### config.mk
export PLATFORM = sky130hd
export DESIGN_NAME = text_escape_filter
export DESIGN_NICKNAME = d
export VERILOG_FILES = /design/src/hdl/tef_pkg.sv /design/src/hdl/tef_front.sv /design/src/hdl/tef_queue.sv /design/src/hdl/tef_back.sv /design/src/hdl/text_escape_filter.sv
export SDC_FILE = /design/constraint.sdc
export NUM_CORES = 1
export LEC_CHECK = 0
export ABC_AREA = 1
export BUFFER_PORTS_ARGS = -buffer_cell sky130_fd_sc_hd__buf_2
export CAP_MARGIN = 0
export CORE_MARGIN = 8
export CORE_UTILIZATION = 40
export DETAILED_ROUTE_END_ITERATION = 12
export SETUP_SLACK_MARGIN = 0.3
export SLEW_MARGIN = 20
export SYNTH_ARGS = -nofsm -noshare
export SYNTH_HDL_FRONTEND = slang
export SYNTH_SLANG_ARGS = --single-unit
### constraint.sdc
create_clock -name i_clk -period 3.6 [get_ports i_clk]
set_input_delay 0.72 -clock i_clk [delete_from_list [all_inputs] [get_ports i_clk]]
set_output_delay 0.72 -clock i_clk [all_outputs]
set_load 0.02 [all_outputs]
### src/hdl/tef_pkg.sv
// ----------------------------------------------------------------------------
// tef_pkg
// Shared types and character constants for the text escape filter.
// ----------------------------------------------------------------------------
`default_nettype none

package tef_pkg;

    // parser phases
    typedef enum logic [2:0] {
        PH_IDLE,
        PH_PCT,
        PH_ESC,
        PH_DIG1,
        PH_DIG2
    } t_phase;

    // one queued command: up to two result items sharing flags
    typedef struct packed {
        logic       two;    // percent plus byte, two results
        logic [7:0] b0;     // first result byte
        logic [7:0] b1;     // second result byte
        logic       v0;     // first result carries a character
        logic       eot;    // command closes the text
        logic       ovr;    // overscore flag
        logic       und;    // underscore flag
    } t_cmd;

    // queue status seen by the front and back
    typedef struct packed {
        logic full;
        logic empty;
    } t_q_status;

    localparam int C_QUEUE_DEPTH = 2;

    localparam logic [7:0] C_PCT         = 8'h25;
    localparam logic [7:0] C_CODE_D      = 8'd31;
    localparam logic [7:0] C_CODE_P      = 8'd30;
    localparam logic [7:0] C_CODE_C      = 8'd29;
    localparam logic [7:0] C_CH_ZERO     = 8'd48;
    localparam logic [7:0] C_CH_NINE     = 8'd57;
    localparam logic [7:0] C_HUNDRED     = 8'd100;
    localparam logic [7:0] C_TEN         = 8'd10;
    localparam logic [7:0] C_LOWER_A     = 8'h61;
    localparam logic [7:0] C_LOWER_Z     = 8'h7A;
    localparam logic [7:0] C_CASE_OFFSET = 8'd32;
    localparam logic [7:0] C_CH_O        = 8'h4F;
    localparam logic [7:0] C_CH_U        = 8'h55;
    localparam logic [7:0] C_CH_D        = 8'h44;
    localparam logic [7:0] C_CH_P        = 8'h50;
    localparam logic [7:0] C_CH_C        = 8'h43;

endpackage

`default_nettype wire

### src/hdl/tef_front.sv
// ----------------------------------------------------------------------------
// tef_front
// Escape parser: classifies each accepted byte and issues result commands.
// ----------------------------------------------------------------------------
`default_nettype none

module tef_front (
    input  wire logic          i_clk,
    input  wire logic          i_rst_n,
    input  wire logic          i_accept,
    input  wire logic [7:0]    i_text_byte,
    input  wire logic          i_is_last,
    output logic               o_push,
    output tef_pkg::t_cmd      o_cmd
);

    tef_pkg::t_phase r_phase, n_phase;
    logic [7:0]      r_code, n_code;
    logic            r_ovr, n_ovr;
    logic            r_und, n_und;

    logic [7:0] up;
    logic [7:0] digit;
    logic       emit;
    logic       two;
    logic [7:0] b0;
    logic [7:0] b1;

    always_ff @(posedge i_clk) begin
        if (!i_rst_n) begin
            r_phase <= tef_pkg::PH_IDLE;
            r_code  <= '0;
            r_ovr   <= 1'b0;
            r_und   <= 1'b0;
        end else if (i_accept) begin
            r_phase <= n_phase;
            r_code  <= n_code;
            r_ovr   <= n_ovr;
            r_und   <= n_und;
        end
    end

    always_comb begin
        up    = (i_text_byte inside {[tef_pkg::C_LOWER_A:tef_pkg::C_LOWER_Z]})
              ? i_text_byte - tef_pkg::C_CASE_OFFSET : i_text_byte;
        digit = i_text_byte - tef_pkg::C_CH_ZERO;

        n_phase = r_phase;
        n_code  = r_code;
        n_ovr   = r_ovr;
        n_und   = r_und;
        emit    = 1'b0;
        two     = 1'b0;
        b0      = '0;
        b1      = '0;

        case (r_phase)
            tef_pkg::PH_PCT: begin
                if (i_text_byte == tef_pkg::C_PCT) begin
                    n_phase = tef_pkg::PH_ESC;
                end else begin
                    emit    = 1'b1;
                    two     = 1'b1;
                    b0      = tef_pkg::C_PCT;
                    b1      = i_text_byte;
                    n_phase = tef_pkg::PH_IDLE;
                end
            end
            tef_pkg::PH_ESC: begin
                n_phase = tef_pkg::PH_IDLE;
                if (up == tef_pkg::C_CH_O) begin
                    n_ovr = 1'b1;
                end else if (up == tef_pkg::C_CH_U) begin
                    n_und = 1'b1;
                end else if (up == tef_pkg::C_CH_D) begin
                    emit = 1'b1;
                    b0   = tef_pkg::C_CODE_D;
                end else if (up == tef_pkg::C_CH_P) begin
                    emit = 1'b1;
                    b0   = tef_pkg::C_CODE_P;
                end else if (up == tef_pkg::C_CH_C) begin
                    emit = 1'b1;
                    b0   = tef_pkg::C_CODE_C;
                end else if (i_text_byte == tef_pkg::C_PCT) begin
                    emit = 1'b1;
                    b0   = tef_pkg::C_PCT;
                end else if (i_text_byte inside
                             {[tef_pkg::C_CH_ZERO:tef_pkg::C_CH_NINE]}) begin
                    n_code  = digit * tef_pkg::C_HUNDRED;
                    n_phase = tef_pkg::PH_DIG1;
                end else begin
                    emit = 1'b1;
                    b0   = i_text_byte;
                end
            end
            tef_pkg::PH_DIG1: begin
                n_code  = r_code + digit * tef_pkg::C_TEN;
                n_phase = tef_pkg::PH_DIG2;
            end
            tef_pkg::PH_DIG2: begin
                emit    = 1'b1;
                b0      = r_code + digit;
                n_code  = '0;
                n_phase = tef_pkg::PH_IDLE;
            end
            default: begin
                if (i_text_byte == tef_pkg::C_PCT) begin
                    n_phase = tef_pkg::PH_PCT;
                end else begin
                    emit    = 1'b1;
                    b0      = i_text_byte;
                    n_phase = tef_pkg::PH_IDLE;
                end
            end
        endcase

        // flush a lone percent at end of text
        if (i_is_last && n_phase == tef_pkg::PH_PCT) begin
            emit = 1'b1;
            b0   = tef_pkg::C_PCT;
        end

        o_cmd.two = two;
        o_cmd.b0  = b0;
        o_cmd.b1  = b1;
        o_cmd.v0  = emit;
        o_cmd.eot = i_is_last;
        o_cmd.ovr = n_ovr;
        o_cmd.und = n_und;

        o_push = i_accept && (emit || i_is_last);

        if (i_is_last) begin
            n_phase = tef_pkg::PH_IDLE;
            n_code  = '0;
            n_ovr   = 1'b0;
            n_und   = 1'b0;
        end
    end

endmodule

`default_nettype wire

### src/hdl/tef_queue.sv
// ----------------------------------------------------------------------------
// tef_queue
// Short command queue between the parser and the output sequencer.
// ----------------------------------------------------------------------------
`default_nettype none

module tef_queue #(
    parameter int DEPTH = tef_pkg::C_QUEUE_DEPTH
) (
    input  wire logic           i_clk,
    input  wire logic           i_rst_n,
    input  wire logic           i_push,
    input  wire tef_pkg::t_cmd  i_cmd,
    input  wire logic           i_pop,
    output tef_pkg::t_cmd       o_head,
    output tef_pkg::t_q_status  o_status
);

    localparam int PW = (DEPTH > 1) ? $clog2(DEPTH) : 1;
    localparam int CW = $clog2(DEPTH + 1);
    localparam logic [PW-1:0] LAST_PTR  = PW'(DEPTH - 1);
    localparam logic [CW-1:0] FULL_CNT  = CW'(DEPTH);

    tef_pkg::t_cmd r_mem [DEPTH];
    logic [PW-1:0] r_wr_ptr;
    logic [PW-1:0] r_rd_ptr;
    logic [CW-1:0] r_count;

    always_ff @(posedge i_clk) begin
        if (i_push) begin
            r_mem[r_wr_ptr] <= i_cmd;
        end
    end

    always_ff @(posedge i_clk) begin
        if (!i_rst_n) begin
            r_wr_ptr <= '0;
            r_rd_ptr <= '0;
            r_count  <= '0;
        end else begin
            if (i_push) begin
                r_wr_ptr <= (r_wr_ptr == LAST_PTR) ? '0 : r_wr_ptr + 1'b1;
            end
            if (i_pop) begin
                r_rd_ptr <= (r_rd_ptr == LAST_PTR) ? '0 : r_rd_ptr + 1'b1;
            end
            if (i_push && !i_pop) begin
                r_count <= r_count + 1'b1;
            end else if (i_pop && !i_push) begin
                r_count <= r_count - 1'b1;
            end
        end
    end

    assign o_head         = r_mem[r_rd_ptr];
    assign o_status.full  = (r_count == FULL_CNT);
    assign o_status.empty = (r_count == '0);

    a_count_bound: assert property (@(posedge i_clk) disable iff (!i_rst_n)
        r_count <= FULL_CNT)
        else $error("queue count above depth");

    a_pop_nonempty: assert property (@(posedge i_clk) disable iff (!i_rst_n)
        i_pop |-> r_count != '0)
        else $error("pop from empty queue");

endmodule

`default_nettype wire

### src/hdl/tef_back.sv
// ----------------------------------------------------------------------------
// tef_back
// Output sequencer: expands queued commands into result items.
// ----------------------------------------------------------------------------
`default_nettype none

module tef_back (
    input  wire logic           i_clk,
    input  wire logic           i_rst_n,
    input  wire tef_pkg::t_cmd  i_head,
    input  wire logic           i_head_valid,
    output logic                o_pop,
    output logic                o_valid,
    input  wire logic           i_stall,
    output logic [7:0]          o_out_byte,
    output logic                o_byte_valid,
    output logic                o_end_of_text,
    output logic                o_overscore,
    output logic                o_underscore
);

    logic       r_part, n_part;
    logic       r_valid;
    logic [7:0] r_byte;
    logic       r_bv;
    logic       r_eot;
    logic       r_ovr;
    logic       r_und;

    logic load;
    logic last_part;

    always_comb begin
        load      = i_head_valid && (!r_valid || !i_stall);
        last_part = !i_head.two || r_part;
        n_part    = r_part;
        o_pop     = 1'b0;
        if (load) begin
            o_pop  = last_part;
            n_part = !last_part;
        end
    end

    always_ff @(posedge i_clk) begin
        if (!i_rst_n) begin
            r_valid <= 1'b0;
            r_part  <= 1'b0;
        end else begin
            r_part <= n_part;
            if (load) begin
                r_valid <= 1'b1;
            end else if (!i_stall) begin
                r_valid <= 1'b0;
            end
        end
    end

    always_ff @(posedge i_clk) begin
        if (load) begin
            r_byte <= r_part ? i_head.b1 : i_head.b0;
            r_bv   <= r_part | i_head.v0;
            r_eot  <= i_head.eot && last_part;
            r_ovr  <= i_head.ovr;
            r_und  <= i_head.und;
        end
    end

    assign o_valid       = r_valid;
    assign o_out_byte    = r_byte;
    assign o_byte_valid  = r_bv;
    assign o_end_of_text = r_eot;
    assign o_overscore   = r_ovr;
    assign o_underscore  = r_und;

    a_part_on_pair: assert property (@(posedge i_clk) disable iff (!i_rst_n)
        r_part |-> (i_head_valid && i_head.two))
        else $error("second half pending without a paired command");

endmodule

`default_nettype wire

### src/hdl/text_escape_filter.sv
// ----------------------------------------------------------------------------
// text_escape_filter
// Decodes double-percent escape codes in a byte stream into flags and result bytes.
// ----------------------------------------------------------------------------
// path: an accepted byte's command is written into the command queue,
//   and the output sequencer registers its result from the queue head
// throughput: one byte per cycle while the queue is not full; a percent
//   followed by another byte gives two results, sent one after the other
// the command queue (QUEUE_DEPTH entries) absorbs the extra result
// reset: synchronous, active low; clears parser phase, code, flags,
//   the queue and the output valid
// ----------------------------------------------------------------------------
`default_nettype none

module text_escape_filter #(
    parameter int QUEUE_DEPTH = tef_pkg::C_QUEUE_DEPTH
) (
    input  wire logic       i_clk,
    input  wire logic       i_rst_n,
    // input channel
    input  wire logic       i_valid,
    output logic            o_stall,
    input  wire logic [7:0] i_text_byte,
    input  wire logic       i_is_last,
    // output channel
    output logic            o_valid,
    input  wire logic       i_stall,
    output logic [7:0]      o_out_byte,
    output logic            o_byte_valid,
    output logic            o_end_of_text,
    output logic            o_overscore,
    output logic            o_underscore
);

    // queue status and the commands flowing through it
    tef_pkg::t_q_status q_status;
    tef_pkg::t_cmd      push_cmd;
    tef_pkg::t_cmd      head_cmd;
    logic               push;
    logic               pop;
    logic               accept;

    // stall the input only while the queue has no room for a command
    assign o_stall = q_status.full;
    assign accept  = i_valid && !q_status.full;

    // front: parser state and classification of each transaction
    tef_front u_front (
        .i_clk       (i_clk),
        .i_rst_n     (i_rst_n),
        .i_accept    (accept),
        .i_text_byte (i_text_byte),
        .i_is_last   (i_is_last),
        .o_push      (push),
        .o_cmd       (push_cmd)
    );

    // decouples the parser from output back-pressure
    tef_queue #(
        .DEPTH (QUEUE_DEPTH)
    ) u_queue (
        .i_clk    (i_clk),
        .i_rst_n  (i_rst_n),
        .i_push   (push),
        .i_cmd    (push_cmd),
        .i_pop    (pop),
        .o_head   (head_cmd),
        .o_status (q_status)
    );

    // back: one result transaction per cycle from the queue head while the output is not stalled
    tef_back u_back (
        .i_clk         (i_clk),
        .i_rst_n       (i_rst_n),
        .i_head        (head_cmd),
        .i_head_valid  (!q_status.empty),
        .o_pop         (pop),
        .o_valid       (o_valid),
        .i_stall       (i_stall),
        .o_out_byte    (o_out_byte),
        .o_byte_valid  (o_byte_valid),
        .o_end_of_text (o_end_of_text),
        .o_overscore   (o_overscore),
        .o_underscore  (o_underscore)
    );

    // an empty result only closes a text, and then carries a zero byte
    a_empty_only_at_end: assert property (@(posedge i_clk) disable iff (!i_rst_n)
        (o_valid && !o_byte_valid) |-> (o_end_of_text && o_out_byte == 8'd0))
        else $error("empty result outside end of text");

endmodule

`default_nettype wire
==> reports/qor.csv <==
metric;value;unit
status;finished, final reports clean;
track_usage;15.0;%
synth_nets;520;
arrival;3120;ps
post-synth-top-count-cell;nand2_1;
rr_endpoint;u_queue.r_count[1];
ys_async_sr_fraction;0;%
cts.sinks;73;
fin_area;4830;um2
first_iter_violations;181;
num_rows;37;
max_slew_margin;48.6;%
firstDrtPassIters;4;
yosysTopAreaCell;edfxtp_1;
dpl-instance-area;4590;um2
fin_cells;650;
max_slew.worst_pin.slew;765;ps
final_nets;558;
synth_cell_types;40;
critPathKind;input port to flip-flop;
startpoint_type;input port;
area_growth;13.5;%
multiInputGateArea;1980;um2
crit_fanout;6;
ff2ff_path_depth;12;
wl_met3;373;um
nFillCells;982;
irDropWorstVdd;0.256;mV
io_buffer_count;26;
clk_path_buf_depth;2;
die_area;14200;um2
insertion_delay;340;ps
r2r_start;u_front.r_phase[1];
cts_resized;0;
post_cts_buffers;0;
cp_data_required_time;3820;ps
grt_pass1_vias;3406;
startpoint;i_text_byte[1];
finalCritPeriodShare;80.3;%
hold_class;flip-flop to flip-flop;
wl_per_cell;15.7;um
yosys.area.top_type_share;38.1;%
dp_slack;372;ps
cts_tree;done;
start_util;41.2;%
overflow;0;
io_pins;27;
vias;3353;
drive_gt1_share;14.0;%
die_height;119;um
skew;15.1;ps
syn_inst;471;
ys_seq_elements;73;
synth_commonest_cells;66 x nand2_1, 57 x inv_1, 55 x nor2_1;
maxCapViolations;0;
antenna_found_initial;0;
route.layer.met1.wl;4510;um
fmax;346;MHz
p_leak;2.11;nW
hold_violations;0;
synth_area;4260;um2
wl_met2;5100;um
rrSetupSlack;960;ps
cts.clk_slew.worst_paths;80;ps
post-route-min-period;2890;ps
routed.top_layer;met4;
regArea;2000;um2
hpwl;7660;um
core_area;10300;um2
routed_wl;10200;um
yosys-top-cells-area;edfxtp_1 38%, ha_1 9.7%, dfxtp_1 8.9%;
die_x;119;um
power_density;602;nW/um2
syn_area_per_cell;9.03;um2
synth_edf_count;54;
rsz0062_at_grt;no;
grt_max_degree;23;
dp.cells;634;
antenna_left;0;
place_congestion;0.948;
grt_pass1_wl;17100;um
ys_warn_count;0;
root_buffer;clkbuf_8;
numCtsBuffers;9;
htreeDepth;3;
ys_seq_area_share;47.0;%
fin_ws;709;ps
viasPerCell;5.16;
hold_buffers;0;
drc_errors;0;
finalSetupViolCount;0;
end_kind;flip-flop;
tns;0;ps
drv_slew;0;
diodes;0;
endpoint;u_queue.r_count[1];
synthFlopType;edfxtp_1;
## cells in the final DEF (no fill, tap or decap), types with 4 or more instances in the layout
cell type,Yosys,layout
buf_4,0,9
nor3_2,4,4
edfxtp_1,54,54
nor3_1,5,5
dfxtp_1,19,19
a21oi_1,34,34
nand2_1,66,66
nand4_1,7,7
o22ai_1,9,9
xor2_1,4,4
inv_1,57,57
buf_2,1,26
o21ai_1,5,5
nand3_1,26,26
a31oi_1,8,8
clkbuf_8,0,9
xnor2_1,9,9
nor2_1,55,54
ha_1,33,33
o21ai_0,34,34
## flip-flops by register name (all words and copies together) (netlist names), named ones only
register / flops
u_back.o_underscore: 1
u_queue.r_mem: 42
u_back.o_out_byte: 8
u_front.r_ovr: 1
u_queue.r_rd_ptr: 1
u_front.r_code: 7
u_front.r_phase: 3
u_back.o_overscore: 1
u_back.o_byte_valid: 1
u_queue.r_wr_ptr: 1
u_back.o_end_of_text: 1
u_back.r_part: 1
u_front.r_und: 1
u_back.o_valid: 1
u_queue.r_count: 2
## metrics by stage
step	total power (W)	hold slack (ps)	util, %
after floorplan	0.00187	442	-
after global placement	0.00214	452	44.4
after detailed placement	0.00216	463	44.4
after CTS	0.00294	474	46.8
after global routing	0.00310	491	46.8
final	0.00291	470	46.8
## logic make-up after synthesis
logic type / count (synthesis) / share of synthesized area [%]
buf+inv: 69 / 6.41
flops: 73 / 47.0
xor+xnor: 13 / 2.68
fa+ha+maj: 36 / 11.1
simple gates: 177 / 19.1
compound gates: 103 / 13.6
## worst max-delay path, stage by stage
cell and delay (ps):
buf_2 110, inv_1 200, ha_1 310, nand3_1 100
nand2_1 60, nand2_1 80, nand3_1 80, nand2_1 100
inv_1 90, nand4_1 100, nand4_1 150, nand3_1 130
nand2_1 120, inv_1 50, ha_1 310, a21oi_1 110
o21ai_0 110, o21ai_0 150, a21oi_1 50
## report_power, final
part,switching (W),internal [W],total (W)
combinational,0.000608,0.000293,0.000900
sequential,0.0000693,0.00116,0.00123
clock,0.000318,0.000465,0.000783
## final cells by class
| type | count | share of cell area [%] |
|---|---|---|
| Clock buffer | 10 | 2.64 |
| Multi-Input combinational cell | 329 | 41.1 |
| Inverter | 61 | 4.84 |
| Sequential cell | 73 | 41.5 |
| Tap cell | 136 | 3.52 |
| Clock inverter | 6 | 2.38 |
| Timing Repair Buffer | 35 | 4.09 |
## layer usage
metal / vias up / global-route usage (%)
li1: 1697 / -
met1: 1573 / 17.9
met2: 73 / 25.6
met3: 10 / 3.50
met4: 0 / 5.45
met5: - / 0
## worst min path at each step
stage                  startpoint            end  slack (ps)  cells past startpoint
global placement    u_front.r_ovr  u_front.r_ovr         450                      2
finish              u_front.r_und  u_front.r_und         470                      2
global route        u_front.r_und  u_front.r_und         490                      2
floorplan           u_front.r_und  u_front.r_und         440                      2
CTS                 u_front.r_ovr  u_front.r_ovr         470                      2
detailed placement  u_front.r_ovr  u_front.r_ovr         460                      2
No activity file was read; power rests on OpenSTA's default activity.
